--- config.mk ---
export PLATFORM = sky130hd
export DESIGN_NAME = lzo_ctrl
export DESIGN_NICKNAME = d
export VERILOG_FILES = /design/src/rtl/lzo_pkg.sv /design/src/rtl/lzo_ctrl.sv
export SDC_FILE = /design/constraint.sdc
export NUM_CORES = 1
export LEC_CHECK = 0
export BUFFER_PORTS_ARGS = -buffer_cell sky130_fd_sc_hd__buf_2
export CAP_MARGIN = 20
export CORE_AREA = 2 2 39 41
export CTS_CLUSTER_SIZE = 12
export DETAILED_ROUTE_END_ITERATION = 16
export DIE_AREA = 0 0 41 43
export PLACE_DENSITY = 0.72
export RECOVER_POWER = 50
export SLEW_MARGIN = 5
export SYNTH_ARGS = -nofsm -noshare
export SYNTH_HDL_FRONTEND = slang
export SYNTH_SLANG_ARGS = --single-unit
--- constraint.sdc ---
create_clock -name clk -period 2.3 [get_ports clk]
set_input_delay 0.23 -clock clk [delete_from_list [all_inputs] [get_ports clk]]
set_output_delay 0.23 -clock clk [all_outputs]
set_load 0.005 [all_outputs]
--- src/rtl/lzo_pkg.sv ---
// lzo_pkg: shared types and constants of the layer z-order manager
// used by every rtl file of the block except lzo_ram; depends on nothing
package lzo_pkg;

	localparam int ID_W  = 8;
	localparam int REQ_W = 10;
	localparam int HGT_W = 9;

	localparam logic [1:0] OP_ALLOC = 2'd0;
	localparam logic [1:0] OP_SET   = 2'd1;
	localparam logic [1:0] OP_FREE  = 2'd2;

	typedef struct packed {
		logic idle;
		logic load;
		logic plan;
		logic shift;
		logic place;
		logic scan;
		logic finish;
	} lzo_cmd_t;

	typedef struct packed {
		logic req_valid;
		logic alloc;
		logic changed;
		logic shift;
		logic last;
		logic hit;
		logic scan_end;
		logic out_free;
	} lzo_sts_t;

endpackage

--- src/rtl/lzo_ctrl.sv ---
// lzo_ctrl: sequencer of the layer z-order manager
// one-hot state machine; drives lzo_dp through command/status structs from lzo_pkg
module lzo_ctrl import lzo_pkg::*; (
	input  logic     clk,
	input  logic     arst_n,
	input  lzo_sts_t sts,
	output lzo_cmd_t cmd
);
	typedef enum logic [8:0] {
		S_IDLE   = 9'b000000001,
		S_READ   = 9'b000000010,
		S_PLAN   = 9'b000000100,
		S_BRANCH = 9'b000001000,
		S_SCAN   = 9'b000010000,
		S_SHIFT  = 9'b000100000,
		S_DRAIN  = 9'b001000000,
		S_PLACE  = 9'b010000000,
		S_DONE   = 9'b100000000
	} state_t;

	state_t state_q, state_n;

	always_comb begin
		cmd        = '0;
		state_n    = state_q;
		case (state_q)
			S_IDLE: begin
				cmd.idle = 1'b1;
				cmd.load = sts.req_valid;
				if (sts.req_valid) state_n = S_READ;
			end
			S_READ: state_n = S_PLAN;
			S_PLAN: begin
				cmd.plan = 1'b1;
				state_n  = S_BRANCH;
			end
			S_BRANCH: begin
				if (sts.alloc) state_n = S_SCAN;
				else if (sts.changed && sts.shift) state_n = S_SHIFT;
				else if (sts.changed) state_n = S_PLACE;
				else state_n = S_DONE;
			end
			S_SCAN: begin
				cmd.scan = 1'b1;
				if (sts.hit || sts.scan_end) state_n = S_DONE;
			end
			S_SHIFT: begin
				cmd.shift = 1'b1;
				if (sts.last) state_n = S_DRAIN;
			end
			S_DRAIN: state_n = S_PLACE;
			S_PLACE: begin
				cmd.place = 1'b1;
				state_n   = S_DONE;
			end
			S_DONE: begin
				cmd.finish = sts.out_free;
				if (sts.out_free) state_n = S_IDLE;
			end
			default: state_n = S_IDLE;
		endcase
	end

	always_ff @(posedge clk or negedge arst_n) begin
		if (!arst_n) begin
			state_q <= S_IDLE;
		end else begin
			state_q <= state_n;
		end
	end
endmodule

==> results.py, run 1 <==
metrics = {
    "detailed_routing": {
        "wl_met1_um": 652,
        "met3_length_um": 73,
        "met2_length_um": 670,
        "drt-initial-drc-count": 18,
        "via_per_inst": 5.61,
        "top_layer": "met4",
        "detail_route.wirelength_um": 1420,
        "dr.pass1.iters": 4,
        "drc": 0,
        "ant_nets": 0,
        "via_count": 595,
        "route.detailed.wl_per_inst_um": 13.4,
    },
    "global_routing": {
        "grt-ovfl-total": 0,
        "grt_max_degree": 10,
        "grt_pass1_wl_um": 2190,
        "grt_pass1_vias": 528,
        "track_usage_pct": 18.2,
        "antenna_found_initial": 0,
    },
    "timing": {
        "worst_pin_slew_ns": 0.504,
        "slew_violations": 0,
        "rsz0062_at_grt": "no",
        "fin_skew_ns": 0.00946,
        "post-route-period-util_pct": 94.1,
        "max_slew_margin_pct": 66.4,
        "setup_tns_ns": 0,
        "max_freq_mhz": 462,
        "final_hold_viol_count": 0,
        "setup_viol_count_final": 0,
        "finalCriticalPeriod_ns": 2.16,
    },
    "die": {
        "die_h_um": 43,
        "rows": 14,
        "dieArea_sq_um": 1760,
        "initial_core_util_pct": 44.8,
        "io_pins": 17,
        "die_w_um": 41,
        "core-area_sq_um": 1380,
    },
    "synthesis": {
        "seq_area_frac_synth_pct": 36.6,
        "syn_area_sq_um": 619,
        "netlist_instances": 68,
        "netlist.top_cell.by_area": "dfrtp_1",
        "ys_warn_count": 0,
        "netlist-cell-type-count": 29,
        "syn_nets": 78,
        "ys_top_cells_by_area": "dfrtp_1 32%, nand4_1 5.1%, nor2_1 4.8%, dfstp_2 4.2%, nor4b_1 4.2%",
        "netlist.area_leader.share_pct": 32.3,
        "avgSynthCellArea_sq_um": 9.11,
        "ys_ff_latch": 9,
    },
    "clock_network": {
        "postCtsHoldBufs": 1,
        "cts-resized-gates": 0,
        "numCtsBuffers": 3,
        "cts_tree": "built",
        "cts_setup_buffers": 0,
        "cts-root-buf": "clkbuf_4",
        "insertion_delay_ns": 0.26,
        "clk_transition_reported_paths_ns": 0.06,
        "clock_path_buffers": 2,
        "h-tree-depth": 1,
        "cts_sinks": 9,
    },
    "critical_path": {
        "endpoint_kind": "output pin",
        "critPathMaxStageDelay_ns": 0.52,
        "path_max_fanout": 7,
        "required_ns": 2.07,
        "crit_arrival_ns": 1.93,
        "slowest_stage": "or4b_4",
        "crit_type": "reg2out",
        "worst_setup_path_start_kind": "flop",
        "path_cells": "nor4_4, nand2_2, or4b_4, inv_1, buf_2",
    },
    "power_and_ir_drop": {
        "swShare_pct": 38.5,
        "p_int_w": 0.000376,
        "power_density_nw_per_um2": 805,
        "clkPwrFrac_pct": 19.6,
        "netSwitchingPower_w": 0.000235,
        "p_seq_share_pct": 38.5,
        "cellLeakagePower_nw": 0.361,
        "ir_worst_vdd_v": 0.000444,
        "p_comb_share_pct": 41.8,
    },
    "cells_and_area": {
        "final_core_util_pct": 54.9,
        "n_fill_cell": 130,
        "diodes": 0,
        "seq_area_sq_um": 226,
        "top_register": "state_q",
        "reg_top3": "state_q x9",
        "finalNetCount": 101,
        "final_cell_mix": "15 x buf_2, 9 x nor2_1, 8 x dfrtp_1",
        "multiInputGateArea_sq_um": 372,
        "final_common_cell": "buf_2",
        "syn_to_final_growth_pct": 22.6,
        "drive_above_1_share_pct": 31.1,
        "largest_reg_flops": 9,
    },
    "place": {
        "io_buffers": 16,
        "gp_congestion": 0.769,
        "post-dp-hpwl_um": 1090,
    },
    "hold_path": {
        "hold_path_class": "in2reg",
    },
    "run_status": {
        "status": "completed",
    },
    "run": {
        "drv_cap": 0,
    },
}
-- cell usage after synthesis --
library cell and n:
o22ai_1 2, nand4b_1 2, nor2_2 1, and4_1 2, nand4_1 5, xor2_1 3, nor3_1 2, inv_1 3
buf_4 1, a21oi_1 2, nand3_1 1, nand2_2 1, and2_1 3, nand2_1 2, o21ai_0 3, dfrtp_1 8
o211ai_1 1, or4b_4 1, and2b_2 2, nand2b_1 4, and3_1 2, o2111ai_1 1, and4bb_2 1, dfstp_2 1
nor4b_1 3, nor2_1 8, nor4_1 1, nor4_4 1, o21ai_2 1
-- layout make-up --
| cell class | count | area share (%) |
|---|---|---|
| multi-input combinational | 55 | 48.9 |
| sequential | 9 | 29.8 |
| timing repair buffer | 19 | 13.7 |
| clock buffer | 4 | 3.46 |
| tap | 16 | 2.64 |
| inverter | 3 | 1.48 |
-- stage by stage --
| stage | cell area (sq um) | worst slack (ns) | total power [W] | cells | hold slack [ns] |
|---|---|---|---|---|---|
| finish | 759 | 0.136 | 0.000611 | 106 | 0.161 |
| global route | 759 | 0.0342 | 0.000653 | 106 | 0.178 |
| CTS | 763 | 0.136 | 0.000615 | 106 | 0.158 |
| detailed placement | 727 | 0.420 | 0.000492 | 101 | 0.0941 |
| global placement | 727 | 0.448 | 0.000489 | 101 | 0.0931 |
| floorplan | 619 | 0.599 | 0.000410 | 68 | -0.0656 |
-- final timing paths --
kind	start	cells after the start	slack [ns]	endpoint
max	state_q[6]$_DFFE_PN0P_	5	0.14	cmd[3]
min	sts[7]	2	0.16	state_q[0]$_DFFE_PN1P_
max reg2reg	state_q[6]$_DFFE_PN0P_	4	0.58	state_q[5]$_DFFE_PN0P_
min reg2reg	state_q[7]$_DFFE_PN0P_	1	0.56	state_q[4]$_DFFE_PN0P_
max in group asynchronous	arst_n	2	1.49	state_q[0]$_DFFE_PN1P_
min in group asynchronous	arst_n	2	0.44	state_q[7]$_DFFE_PN0P_
-- layer usage --
layer / track usage [%] / up-vias
li1: - / 299
met1: 24.4 / 269
met2: 27.5 / 21
met3: 4.71 / 6
met4: 6.00 / 0
met5: 0 / -
-- worst max-delay path: cells and delay by family (launching register included) --
kind,cells,cell delay (ns)
flip-flops,1,0.46
AND/OR/NAND/NOR,3,1.05
buffers and inverters,2,0.16
-- power by group through the flow --
stage	registers [W]	clock network, W	logic, W
2_1_floorplan	0.000224	0	0.000186
3_3_place_gp	0.000236	0	0.000253
3_5_place_dp	0.000237	0	0.000255
4_1_cts	0.000235	0.000123	0.000257
5_1_grt	0.000239	0.000129	0.000285
6_report	0.000236	0.000120	0.000256
-- cells by family (layout without fill, tap and decap cells) --
family	after synthesis	count (layout)	share of synthesized area (%)
simple gates	42	42	46.1
compound gates	10	10	10.1
flops	9	9	36.6
buf+inv	4	26	3.03
xor+xnor	3	3	4.24
(Power assumes the default switching activity.)
==> run 2: changes to the inputs <==
--- a/config.mk
+++ b/config.mk
@@ -8,6 +8,7 @@
 export BUFFER_PORTS_ARGS = -buffer_cell sky130_fd_sc_hd__buf_2
 export CAP_MARGIN = 20
 export CORE_AREA = 2 2 39 41
+export CTS_BUF_LIST = sky130_fd_sc_hd__clkbuf_8
 export CTS_CLUSTER_SIZE = 12
 export DETAILED_ROUTE_END_ITERATION = 16
 export DIE_AREA = 0 0 41 43
==> run 2 against run 1 <==
Effect of this change:
- worst setup slack better by 0.020 ns
- critical path type unchanged
- first-iteration DRC count down 11%
- clock skew decreased by 0.0049 ns
- clock-buffer cell count fell by 1
- sequential power barely moved
- largest power group unchanged
- global-route usage increased by 1.7 points
- combinational power hardly changed
- highest routed layer unchanged
- sequential share of layout area is 0.72 points lower
==> results.py, run 2 (synthesis gave the netlist of run 1 again) <==
metrics = {
    "cells_and_area": {
        "syn_to_final_growth_pct": 25.7,
        "seq_area_sq_um": 226,
        "final_cell_mix": "15 x buf_2, 9 x nor2_1, 8 x dfrtp_1",
        "finalNetCount": 101,
        "drive_above_1_share_pct": 31.1,
        "largest_reg_flops": 9,
        "final_common_cell": "buf_2",
        "diodes": 0,
        "reg_top3": "state_q x9",
        "n_fill_cell": 129,
        "stdcell_area_sq_um": 778,
        "multiInputGateArea_sq_um": 372,
        "top_register": "state_q",
    },
    "timing": {
        "fin_skew_ns": 0.00457,
        "final_hold_viol_count": 0,
        "setup_viol_count_final": 0,
        "max_freq_mhz": 466,
        "rsz0062_at_grt": "no",
        "fin_hold_ws_ns": 0.185,
        "slew_violations": 0,
        "setup_tns_ns": 0,
        "worst_pin_slew_ns": 0.505,
        "post-route-period-util_pct": 93.2,
        "finalCriticalPeriod_ns": 2.14,
        "max_slew_margin_pct": 66.4,
    },
    "clock_network": {
        "cts_tree": "built",
        "numCtsBuffers": 3,
        "clk_transition_reported_paths_ns": 0.05,
        "clock_path_buffers": 2,
        "h-tree-depth": 1,
        "cts_setup_buffers": 0,
        "cts_sinks": 9,
        "insertion_delay_ns": 0.23,
        "cts-root-buf": "clkbuf_8",
    },
    "detailed_routing": {
        "drt-initial-drc-count": 16,
        "ant_nets": 0,
        "dr.pass1.iters": 4,
        "via_per_inst": 5.68,
        "route.detailed.wl_per_inst_um": 13.9,
        "drc": 0,
        "via_count": 602,
        "detail_route.wirelength_um": 1480,
    },
    "place": {
        "io_buffers": 16,
        "post-dp-hpwl_um": 1090,
        "gp_congestion": 0.769,
        "placed_area_sq_um": 727,
    },
    "global_routing": {
        "track_usage_pct": 19.9,
        "grt_pass1_wl_um": 2330,
        "grt-ovfl-total": 0,
        "antenna_found_initial": 0,
        "grt_pass1_vias": 548,
        "grt_max_degree": 10,
    },
    "power_and_ir_drop": {
        "cellLeakagePower_nw": 0.373,
        "ir_worst_vdd_v": 0.000484,
        "power_density_nw_per_um2": 863,
    },
    "die": {
        "die_h_um": 43,
        "dieArea_sq_um": 1760,
        "io_pins": 17,
        "rows": 14,
        "core-area_sq_um": 1380,
        "initial_core_util_pct": 44.8,
        "die_w_um": 41,
    },
    "critical_path": {
        "slowest_stage": "or4b_4",
        "path_cells": "nor4_4, nand2_2, or4b_4, inv_1, buf_2",
        "worst_setup_path_start_kind": "flop",
        "required_ns": 2.07,
        "path_buf_inv": 2,
        "crit_type": "reg2out",
        "endpoint_kind": "output pin",
        "crit_arrival_ns": 1.91,
        "critPathTopFamily": "simple AND/OR/NAND/NOR gates",
        "path_max_fanout": 7,
        "critPathMaxStageDelay_ns": 0.52,
    },
    "run_status": {
        "status": "completed",
    },
    "run": {
        "drv_cap": 0,
    },
    "hold_path": {
        "hold_path_class": "in2reg",
    },
}
run 2: cell types whose count changed in the layout (fill, tap and decap cells not counted):
cell | before | now
inv_1 | 3 | 4
clkbuf_1 | 2 | 1
clkbuf_8 | 0 | 3
clkbuf_4 | 3 | 0
run 2: where the power goes:
part	total [W]	leakage [nW]	switching [W]	internal (W)
Clock	0.000178	0.0269	0.0000620	0.000116
Sequential	0.000236	0.121	0.0000459	0.000190
Combinational	0.000257	0.225	0.000138	0.000120
run 2: area by class of cell:
| cell class | instances | share of cell area, % |
|---|---|---|
| timing repair buffer | 19 | 13.3 |
| tap | 16 | 2.57 |
| multi-input combinational | 55 | 47.7 |
| clock buffer | 3 | 5.31 |
| inverter | 3 | 1.45 |
| sequential | 9 | 29.1 |
| clock inverter | 1 | 0.482 |
run 2: worst paths after layout:
check                                         end                    from  depth (start not counted)  slack, ns
min in group asynchronous  state_q[7]$_DFFE_PN0P_                  arst_n                          2       0.47
setup / recovery                           cmd[3]  state_q[6]$_DFFE_PN0P_                          5       0.16
hold reg to reg            state_q[2]$_DFFE_PN0P_  state_q[8]$_DFFE_PN0P_                          1       0.57
hold / removal             state_q[0]$_DFFE_PN1P_                  sts[7]                          2       0.19
max in group asynchronous  state_q[0]$_DFFE_PN1P_                  arst_n                          2       1.46
setup reg to reg           state_q[6]$_DFFE_PN0P_  state_q[6]$_DFFE_PN0P_                          4       0.58
run 2: metal layers:
| metal | up-vias | global-route usage, % | share of wire [%] |
|---|---|---|---|
| li1 | 298 | - | - |
| met1 | 280 | 26.1 | 45 |
| met2 | 20 | 28.4 | 47 |
| met3 | 4 | 7.85 | 6.2 |
| met4 | 0 | 8.00 | 1.6 |
| met5 | - | 0 | 0 |
run 2: per-stage QoR:
stage          power [W]  setup slack (ns)  util (%)  cells
2_1_floorplan   0.000410             0.599         -     68
3_3_place_gp    0.000489             0.448      52.5    101
3_5_place_dp    0.000492             0.420      52.5    101
4_1_cts         0.000677             0.163      56.5    106
5_1_grt         0.000720            0.0655      56.2    106
6_report        0.000672             0.156      56.2    106
run 2: repair_timing:
action,4_1_cts,5_1_grt
resized for setup,0,0
endpoints found under the hold margin,8,0
hold buffers,1,0
